$ cat src/hdl/rme_pkg.sv
`timescale 1ns / 1ps
// ----------------------------------------------------------------------------
// rme_pkg
// Shared widths, codes and defaults for the register machine executor.
// ----------------------------------------------------------------------------
package rme_pkg;

    localparam int OP_W        = 4;
    localparam int RIDX_IN_W   = 4;
    localparam int TGT_W       = 8;
    localparam int WORD_W      = 32;
    localparam int PC_W        = 9;
    localparam int STAT_W      = 2;
    localparam int KIND_W      = 2;

    localparam int IN_FIELDS_W  = OP_W + 2 * RIDX_IN_W + TGT_W + WORD_W;
    localparam int IN_TDATA_W   = ((IN_FIELDS_W + 7) / 8) * 8;
    localparam int OUT_FIELDS_W = PC_W + STAT_W + KIND_W + WORD_W;
    localparam int OUT_TDATA_W  = ((OUT_FIELDS_W + 7) / 8) * 8;

    localparam int PROGRAM_DEPTH     = 256;
    localparam int NUM_REGISTERS_DEF = 16;

    typedef enum logic [OP_W-1:0] {
        OP_ZERO    = 4'd0,
        OP_SUCC    = 4'd1,
        OP_COPY    = 4'd2,
        OP_JUMP    = 4'd3,
        OP_READNUM = 4'd4,
        OP_READCHR = 4'd5,
        OP_PRTNUM  = 4'd6,
        OP_PRTCHR  = 4'd7
    } t_op;

    typedef enum logic [STAT_W-1:0] {
        ST_EXEC    = 2'd0,
        ST_INVALID = 2'd1,
        ST_HALTED  = 2'd2
    } t_status;

    typedef enum logic [KIND_W-1:0] {
        PK_NONE = 2'd0,
        PK_NUM  = 2'd1,
        PK_CHR  = 2'd2
    } t_print;

endpackage

$ cat src/hdl/rme_ram.sv
`timescale 1ns / 1ps
// ----------------------------------------------------------------------------
// rme_ram
// Generic RAM: one write port, two read ports with registered read data.
// ----------------------------------------------------------------------------
module rme_ram #(
    parameter int WIDTH = 32,
    parameter int DEPTH = 16
) (
    input  logic                     i_clk,
    input  logic                     i_we,
    input  logic [$clog2(DEPTH)-1:0] i_waddr,
    input  logic [WIDTH-1:0]         i_wdata,
    input  logic                     i_re,
    input  logic [$clog2(DEPTH)-1:0] i_raddr_a,
    input  logic [$clog2(DEPTH)-1:0] i_raddr_b,
    output logic [WIDTH-1:0]         o_rdata_a,
    output logic [WIDTH-1:0]         o_rdata_b
);

    logic [WIDTH-1:0] r_mem [DEPTH];

    always_ff @(posedge i_clk) begin
        if (i_we) begin
            r_mem[i_waddr] <= i_wdata;
        end
        if (i_re) begin
            o_rdata_a <= r_mem[i_raddr_a];
            o_rdata_b <= r_mem[i_raddr_b];
        end
    end

endmodule

$ cat src/hdl/register_machine_executor_core.sv
`timescale 1ns / 1ps
// ----------------------------------------------------------------------------
// register_machine_executor_core
// Executes one register machine instruction per request and returns the
// next program counter, a status and any print output.
// ----------------------------------------------------------------------------
//  channel   | dir | fields (lowest bit first)
//  ----------+-----+-------------------------------------------------------
//  s_axis    | in  | operation, operand_a, operand_b, jump_target, read_value
//  m_axis    | out | next_pc, status, print_kind, print_value
//  cfg       | in  | program_length
//
//  One request per cycle while results are taken; the register file is read at
//  the accepting edge into the execute stage, and a result is valid once the
//  execute stage advances into the result register.
//  Reset clears the program counter, the program length, the register valid
//  bits and both pipeline stages.
//  A stalled result holds the execute stage; s_axis_tready drops only when
//  both stages are full and the result is not taken.
// ----------------------------------------------------------------------------
module register_machine_executor_core #(
    parameter int NUM_REGISTERS = rme_pkg::NUM_REGISTERS_DEF
) (
    input  logic                           i_clk,
    input  logic                           i_rst_n,
    input  logic                           i_cfg_we,
    input  logic [rme_pkg::PC_W-1:0]       i_cfg_wdata,
    input  logic                           s_axis_tvalid,
    output logic                           s_axis_tready,
    // operation[3:0], operand_a[7:4], operand_b[11:8], jump_target[19:12],
    // read_value[51:20], zero pad
    input  logic [rme_pkg::IN_TDATA_W-1:0] s_axis_tdata,
    output logic                           m_axis_tvalid,
    input  logic                           m_axis_tready,
    // next_pc[8:0], status[10:9], print_kind[12:11], print_value[44:13],
    // zero pad
    output logic [rme_pkg::OUT_TDATA_W-1:0] m_axis_tdata
);

    import rme_pkg::*;

    localparam int RIDX_W = $clog2(NUM_REGISTERS);

    localparam int A_LSB  = OP_W;
    localparam int B_LSB  = A_LSB + RIDX_IN_W;
    localparam int T_LSB  = B_LSB + RIDX_IN_W;
    localparam int RV_LSB = T_LSB + TGT_W;

    // configuration and architectural state
    logic [PC_W-1:0]          r_len;
    logic [PC_W-1:0]          r_pc;
    logic [PC_W-1:0]          n_pc;
    logic [NUM_REGISTERS-1:0] r_valid;

    // execute stage
    logic                 r_s1_vld;
    logic [OP_W-1:0]      r_op;
    logic [RIDX_IN_W-1:0] r_a;
    logic [RIDX_IN_W-1:0] r_b;
    logic [TGT_W-1:0]     r_tgt;
    logic [WORD_W-1:0]    r_rv;
    logic                 r_rd_vld_a;
    logic                 r_rd_vld_b;

    // last register file write, for bypass
    logic              r_wr_vld;
    logic [RIDX_W-1:0] r_wr_idx;
    logic [WORD_W-1:0] r_wr_data;

    // result register
    logic              r_out_vld;
    logic [PC_W-1:0]   r_out_pc;
    logic [STAT_W-1:0] r_out_stat;
    logic [KIND_W-1:0] r_out_kind;
    logic [WORD_W-1:0] r_out_pval;

    logic                 accept;
    logic                 advance;
    logic [RIDX_IN_W-1:0] in_a;
    logic [RIDX_IN_W-1:0] in_b;
    logic [RIDX_W-1:0]    rd_idx_a;
    logic [RIDX_W-1:0]    rd_idx_b;
    logic [WORD_W-1:0]    ram_a;
    logic [WORD_W-1:0]    ram_b;

    logic [RIDX_W-1:0] idx_a;
    logic [RIDX_W-1:0] idx_b;
    logic              a_ok;
    logic              b_ok;
    logic [WORD_W-1:0] val_a;
    logic [WORD_W-1:0] val_b;
    logic              halted;
    logic              we;
    logic [RIDX_W-1:0] w_idx;
    logic [WORD_W-1:0] w_data;
    logic              w_ok;
    logic              do_wr;
    logic [STAT_W-1:0] n_stat;
    logic [KIND_W-1:0] n_kind;
    logic [WORD_W-1:0] n_pval;

    assign advance       = r_s1_vld && (!r_out_vld || m_axis_tready);
    assign s_axis_tready = !r_s1_vld || advance;
    assign accept        = s_axis_tvalid && s_axis_tready;

    assign in_a     = s_axis_tdata[A_LSB +: RIDX_IN_W];
    assign in_b     = s_axis_tdata[B_LSB +: RIDX_IN_W];
    assign rd_idx_a = RIDX_W'(in_a);
    assign rd_idx_b = RIDX_W'(in_b);

    rme_ram #(
        .WIDTH (WORD_W),
        .DEPTH (NUM_REGISTERS)
    ) u_regfile (
        .i_clk     (i_clk),
        .i_we      (do_wr),
        .i_waddr   (w_idx),
        .i_wdata   (w_data),
        .i_re      (accept),
        .i_raddr_a (rd_idx_a),
        .i_raddr_b (rd_idx_b),
        .o_rdata_a (ram_a),
        .o_rdata_b (ram_b)
    );

    // operand fetch with bypass of the last write
    always_comb begin
        idx_a = RIDX_W'(r_a);
        idx_b = RIDX_W'(r_b);
        a_ok  = 32'(r_a) < 32'(NUM_REGISTERS);
        b_ok  = 32'(r_b) < 32'(NUM_REGISTERS);
        if (!a_ok) begin
            val_a = '0;
        end else if (r_wr_vld && r_wr_idx == idx_a) begin
            val_a = r_wr_data;
        end else begin
            val_a = r_rd_vld_a ? ram_a : '0;
        end
        if (!b_ok) begin
            val_b = '0;
        end else if (r_wr_vld && r_wr_idx == idx_b) begin
            val_b = r_wr_data;
        end else begin
            val_b = r_rd_vld_b ? ram_b : '0;
        end
    end

    // execute
    always_comb begin
        halted = (32'(r_pc) >= 32'(r_len)) || (32'(r_pc) >= 32'(PROGRAM_DEPTH));
        n_pc   = r_pc + PC_W'(1);
        n_stat = ST_EXEC;
        n_kind = PK_NONE;
        n_pval = '0;
        we     = 1'b0;
        w_idx  = idx_a;
        w_ok   = a_ok;
        w_data = '0;
        unique case (r_op) inside
            OP_ZERO: begin
                we = 1'b1;
            end
            OP_SUCC: begin
                we     = 1'b1;
                w_data = val_a + WORD_W'(1);
            end
            OP_COPY: begin
                we     = 1'b1;
                w_idx  = idx_b;
                w_ok   = b_ok;
                w_data = val_a;
            end
            OP_JUMP: begin
                if (val_a == val_b) begin
                    n_pc = PC_W'(r_tgt);
                end
            end
            OP_READNUM, OP_READCHR: begin
                we     = 1'b1;
                w_data = r_rv;
            end
            OP_PRTNUM: begin
                n_kind = PK_NUM;
                n_pval = val_a;
            end
            OP_PRTCHR: begin
                n_kind = PK_CHR;
                n_pval = val_a;
            end
            default: begin
                n_stat = ST_INVALID;
            end
        endcase
        if (halted) begin
            n_pc   = r_pc;
            n_stat = ST_HALTED;
            n_kind = PK_NONE;
            n_pval = '0;
            we     = 1'b0;
        end
        do_wr = advance && we && w_ok;
    end

    always_ff @(posedge i_clk) begin
        if (!i_rst_n) begin
            r_len     <= '0;
            r_pc      <= '0;
            r_valid   <= '0;
            r_s1_vld  <= 1'b0;
            r_wr_vld  <= 1'b0;
            r_out_vld <= 1'b0;
        end else begin
            if (i_cfg_we) begin
                r_len <= i_cfg_wdata;
            end
            if (advance) begin
                r_pc <= n_pc;
            end
            if (do_wr) begin
                r_valid[w_idx] <= 1'b1;
                r_wr_vld       <= 1'b1;
            end
            r_s1_vld  <= accept || (r_s1_vld && !advance);
            r_out_vld <= advance || (r_out_vld && !m_axis_tready);
        end
    end

    always_ff @(posedge i_clk) begin
        if (accept) begin
            r_op       <= s_axis_tdata[0 +: OP_W];
            r_a        <= in_a;
            r_b        <= in_b;
            r_tgt      <= s_axis_tdata[T_LSB +: TGT_W];
            r_rv       <= s_axis_tdata[RV_LSB +: WORD_W];
            r_rd_vld_a <= r_valid[rd_idx_a];
            r_rd_vld_b <= r_valid[rd_idx_b];
        end
        if (do_wr) begin
            r_wr_idx  <= w_idx;
            r_wr_data <= w_data;
        end
        if (advance) begin
            r_out_pc   <= n_pc;
            r_out_stat <= n_stat;
            r_out_kind <= n_kind;
            r_out_pval <= n_pval;
        end
    end

    assign m_axis_tvalid = r_out_vld;
    assign m_axis_tdata  = {(OUT_TDATA_W - OUT_FIELDS_W)'(0),
                            r_out_pval, r_out_kind, r_out_stat, r_out_pc};

endmodule

$ cat config.mk
export PLATFORM = sky130hd
export DESIGN_NAME = register_machine_executor_core
export DESIGN_NICKNAME = d
export VERILOG_FILES = /design/src/hdl/rme_pkg.sv /design/src/hdl/rme_ram.sv /design/src/hdl/register_machine_executor_core.sv
export SDC_FILE = /design/constraint.sdc
export NUM_CORES = 1
export LEC_CHECK = 0
export ABC_CLOCK_PERIOD_IN_PS = 10900
export BUFFER_PORTS_ARGS = -buffer_cell sky130_fd_sc_hd__buf_2
export CAP_MARGIN = 15
export CORE_MARGIN = 2
export CORE_UTILIZATION = 38
export DETAILED_ROUTE_END_ITERATION = 8
export HOLD_SLACK_MARGIN = 0.12
export PLACE_DENSITY = 0.58
export SETUP_SLACK_MARGIN = 0.4
export SLEW_MARGIN = 20
export SYNTH_ARGS = -nofsm -noshare
export SYNTH_HDL_FRONTEND = slang
export SYNTH_SLANG_ARGS = --single-unit
$ cat constraint.sdc
create_clock -name i_clk -period 10.9 [get_ports i_clk]
set_input_delay 0 -clock i_clk [delete_from_list [all_inputs] [get_ports i_clk]]
set_output_delay 0 -clock i_clk [all_outputs]
set_load 0.02 [all_outputs]
==> flow_summary.json <==
{
  "status": "finished, final reports clean",
  "vias": 20930,
  "worst_slew_pin_slew_ps": 1101,
  "dpl_cell_area_sq_um": 36770,
  "grt-ovfl-total": 0,
  "crit_buf_inv": 4,
  "crit_type": "flip-flop to flip-flop",
  "antenna_left": 0,
  "fin_crit_sh_pct": 47.91,
  "clkSlewWorstSetupHoldPaths_ps": 60,
  "slew_violations": 0,
  "cts-root-buf": "clkbuf_16",
  "cts_tree": "yes",
  "grt_max_degree": 72,
  "crit_chain": "inv_1 > ha_1 > nand2b_1 > a21o_1 > a21o_1 > a21oi_1 > o21a_1 > o211ai_1 > or3_1 > inv_1 > buf_4 > nand3_1 > nor2_4 > buf_4",
  "syn_inst": 1952,
  "finalSetupTns_ps": 0,
  "hp-class": "primary input to flip-flop",
  "die_h_um": 305.7,
  "r2r_end": "u_regfile.r_mem[11][27]",
  "rrSetupSlack_ps": 5680,
  "placedCellCount": 3170,
  "io_pins": 120,
  "syn_avg_cell_area_sq_um": 17.72,
  "grtUsageTotal_pct": 21.54,
  "seq_area_frac_synth_pct": 63.87,
  "wl_per_cell_um": 29.26,
  "r2r_start": "r_pc[0]",
  "cellPowerDensity_nw_per_um2": 160.5,
  "antenna_found_initial": 1,
  "peakVddDrop_mv": 0.1125,
  "synth-seq-cells": 748,
  "synthArstFlopShare_pct": 0,
  "dp.final_hpwl_mm": 57.73,
  "slowest_delay_ps": 770,
  "clock-sinks": 748,
  "io_buffers": 112,
  "cts_buffer_depth": 3,
  "drv_cap": 0,
  "drc": 0,
  "drt-pass1-iter-count": 8,
  "end_kind": "flip-flop",
  "fmax_ghz": 0.1915,
  "setup_viol": 0,
  "finalWeightedCongestion": 0.9257,
  "synth_ff_type": "edfxtp_1",
  "routed_wl_mm": 100.6,
  "synth_edf_count": 711,
  "reg2regPathDepth": 14,
  "antenna_cells": 0,
  "path_depth": 14,
  "grt_pass1_wl_mm": 146.5,
  "cts_buffers": 80,
  "cp_max_fo": 39,
  "min_period_ps": 5223,
  "finalNonFillerCells": 3438,
  "p_leak_nw": 13.31,
  "core_sq_um": 90150,
  "critical_path.top_delay_family": "simple AND/OR/NAND/NOR gates",
  "fin_skew_ps": 27.07,
  "vias_per_cell": 6.088,
  "area_growth_pct": 17.62,
  "core.rowCount": 110,
  "clkLatencyLatePin_ps": 660,
  "yosys_warnings": 0,
  "die_x_um": 305.7,
  "grt_pass1_vias": 21330,
  "yosysTopAreaCell": "edfxtp_1",
  "syn_area_sq_um": 34590,
  "htree_levels": 3,
  "drive_gt1_share_pct": 29.89,
  "die_area_sq_um": 93460,
  "synthTopCellsByCount": "edfxtp_1, mux4_2, clkbuf_1, nand2_1, nor2_1",
  "fin_area_sq_um": 40690,
  "synth_most_common_cell": "edfxtp_1",
  "crit_path_start_kind": "flip-flop",
  "setup.worst_path.start": "r_pc[0]",
  "post_cts_resized": 0,
  "worstPathArrival_ps": 5500,
  "hold_viol": 0,
  "drtIter0Drc": 2377,
  "synthTopCellsByArea": "edfxtp_1, mux4_2, dfxtp_1, clkbuf_1, nand2_1",
  "cp_slowest_cell": "or3_1",
  "cp.required_ps": 11180,
  "fin_nets": 2278,
  "synth_cell_types": 75,
  "crit_end": "u_regfile.r_mem[11][27]",
  "start_util_pct": 38.37,
  "slew_headroom_pct": 26.59,
  "grt_setup_unrepaired": "no",
  "synth_top_area_share_pct": 61.73
}
[routing by layer]
metal  vias up  track usage (%)  share of wire (%)
met5         -                0                  0
met4         0            6.908                3.1
met3       174            3.765                8.0
met2      1033            34.84                 48
met1     11000            29.74                 41
li1       8725                -                  -
[timing repair]
item                      4_1_cts  5_1_grt
hold buffers                  122        0
hold endpoints to repair       79        0
setup buffers                   0        0
[area by class of cell]
class	count	area (sq um)
Clock buffer	94	2054
Fill cell	7596	49460
Clock inverter	52	619.3
Tap cell	1176	1471
Multi-Input combinational cell	1040	12000
Timing Repair Buffer	307	2366
Inverter	21	78.83
Sequential cell	748	22090
[cell usage in the layout (no fill, tap or decap), types with 42 or more instances in the layout]
cell	instances
dlygate4sd3_1	122
o211ai_1	42
and3_1	44
nand2_1	92
clkbuf_16	80
nor2_1	62
buf_2	106
mux4_2	330
a21oi_1	56
buf_4	75
edfxtp_1	711
nand3_1	51
[state kept, by name, indices dropped and copies added, names as in the netlist, 4 cells and up]
register	flops
u_regfile.r_mem	512
r_out_pval	32
r_rv	32
r_wr_data	32
u_regfile.o_rdata_a	32
u_regfile.o_rdata_b	32
r_valid	16
r_len	9
r_out_pc	9
r_pc	9
r_tgt	8
idx_a	4
idx_b	4
r_op	4
r_wr_idx	4
[kinds of logic after synthesis]
group / Yosys count / share of synthesized area (%)
buf+inv: 166 / 1.997
flops: 748 / 63.87
other cells: 1 / 0.01084
xor+xnor: 27 / 0.6837
mux: 344 / 21.90
simple gates: 375 / 5.571
fa+ha+maj: 10 / 0.3617
compound gates: 281 / 5.614
[stage by stage]
step | power [mW] | util (%) | hold WS (ps) | setup WS (ps)
global placement | 3.764 | 40.77 | 177.0 | 5641
global route | 6.729 | 45.13 | 237.1 | 5382
CTS | 6.577 | 45.10 | 207.5 | 5638
finish | 6.531 | 45.13 | 215.2 | 5677
floorplan | 3.601 | - | 98.87 | 3221
detailed placement | 3.770 | 40.78 | 178.1 | 5661
[report_power, final]
group	switching, mW	leakage (nW)	internal [mW]	total (mW)
clock	1.18	1.30	1.61	2.78
sequential	0.0399	6.92	3.20	3.24
combinational	0.287	5.08	0.218	0.505
total	1.50	13.3	5.03	6.53
[how the worst min path moves through the flow]
stage                     start       end  slack, ps  depth (start not counted)
6_report       s_axis_tdata[10]  idx_b[2]        220                          2
5_1_grt        s_axis_tdata[10]  idx_b[2]        240                          2
4_1_cts        s_axis_tdata[10]  idx_b[2]        210                          2
3_5_place_dp   s_axis_tdata[14]  r_tgt[2]        180                          1
3_3_place_gp   s_axis_tdata[42]  r_rv[22]        180                          1
2_1_floorplan   s_axis_tdata[4]  idx_a[0]        100                          0
Note: power is estimated with default switching activity, not from simulation.
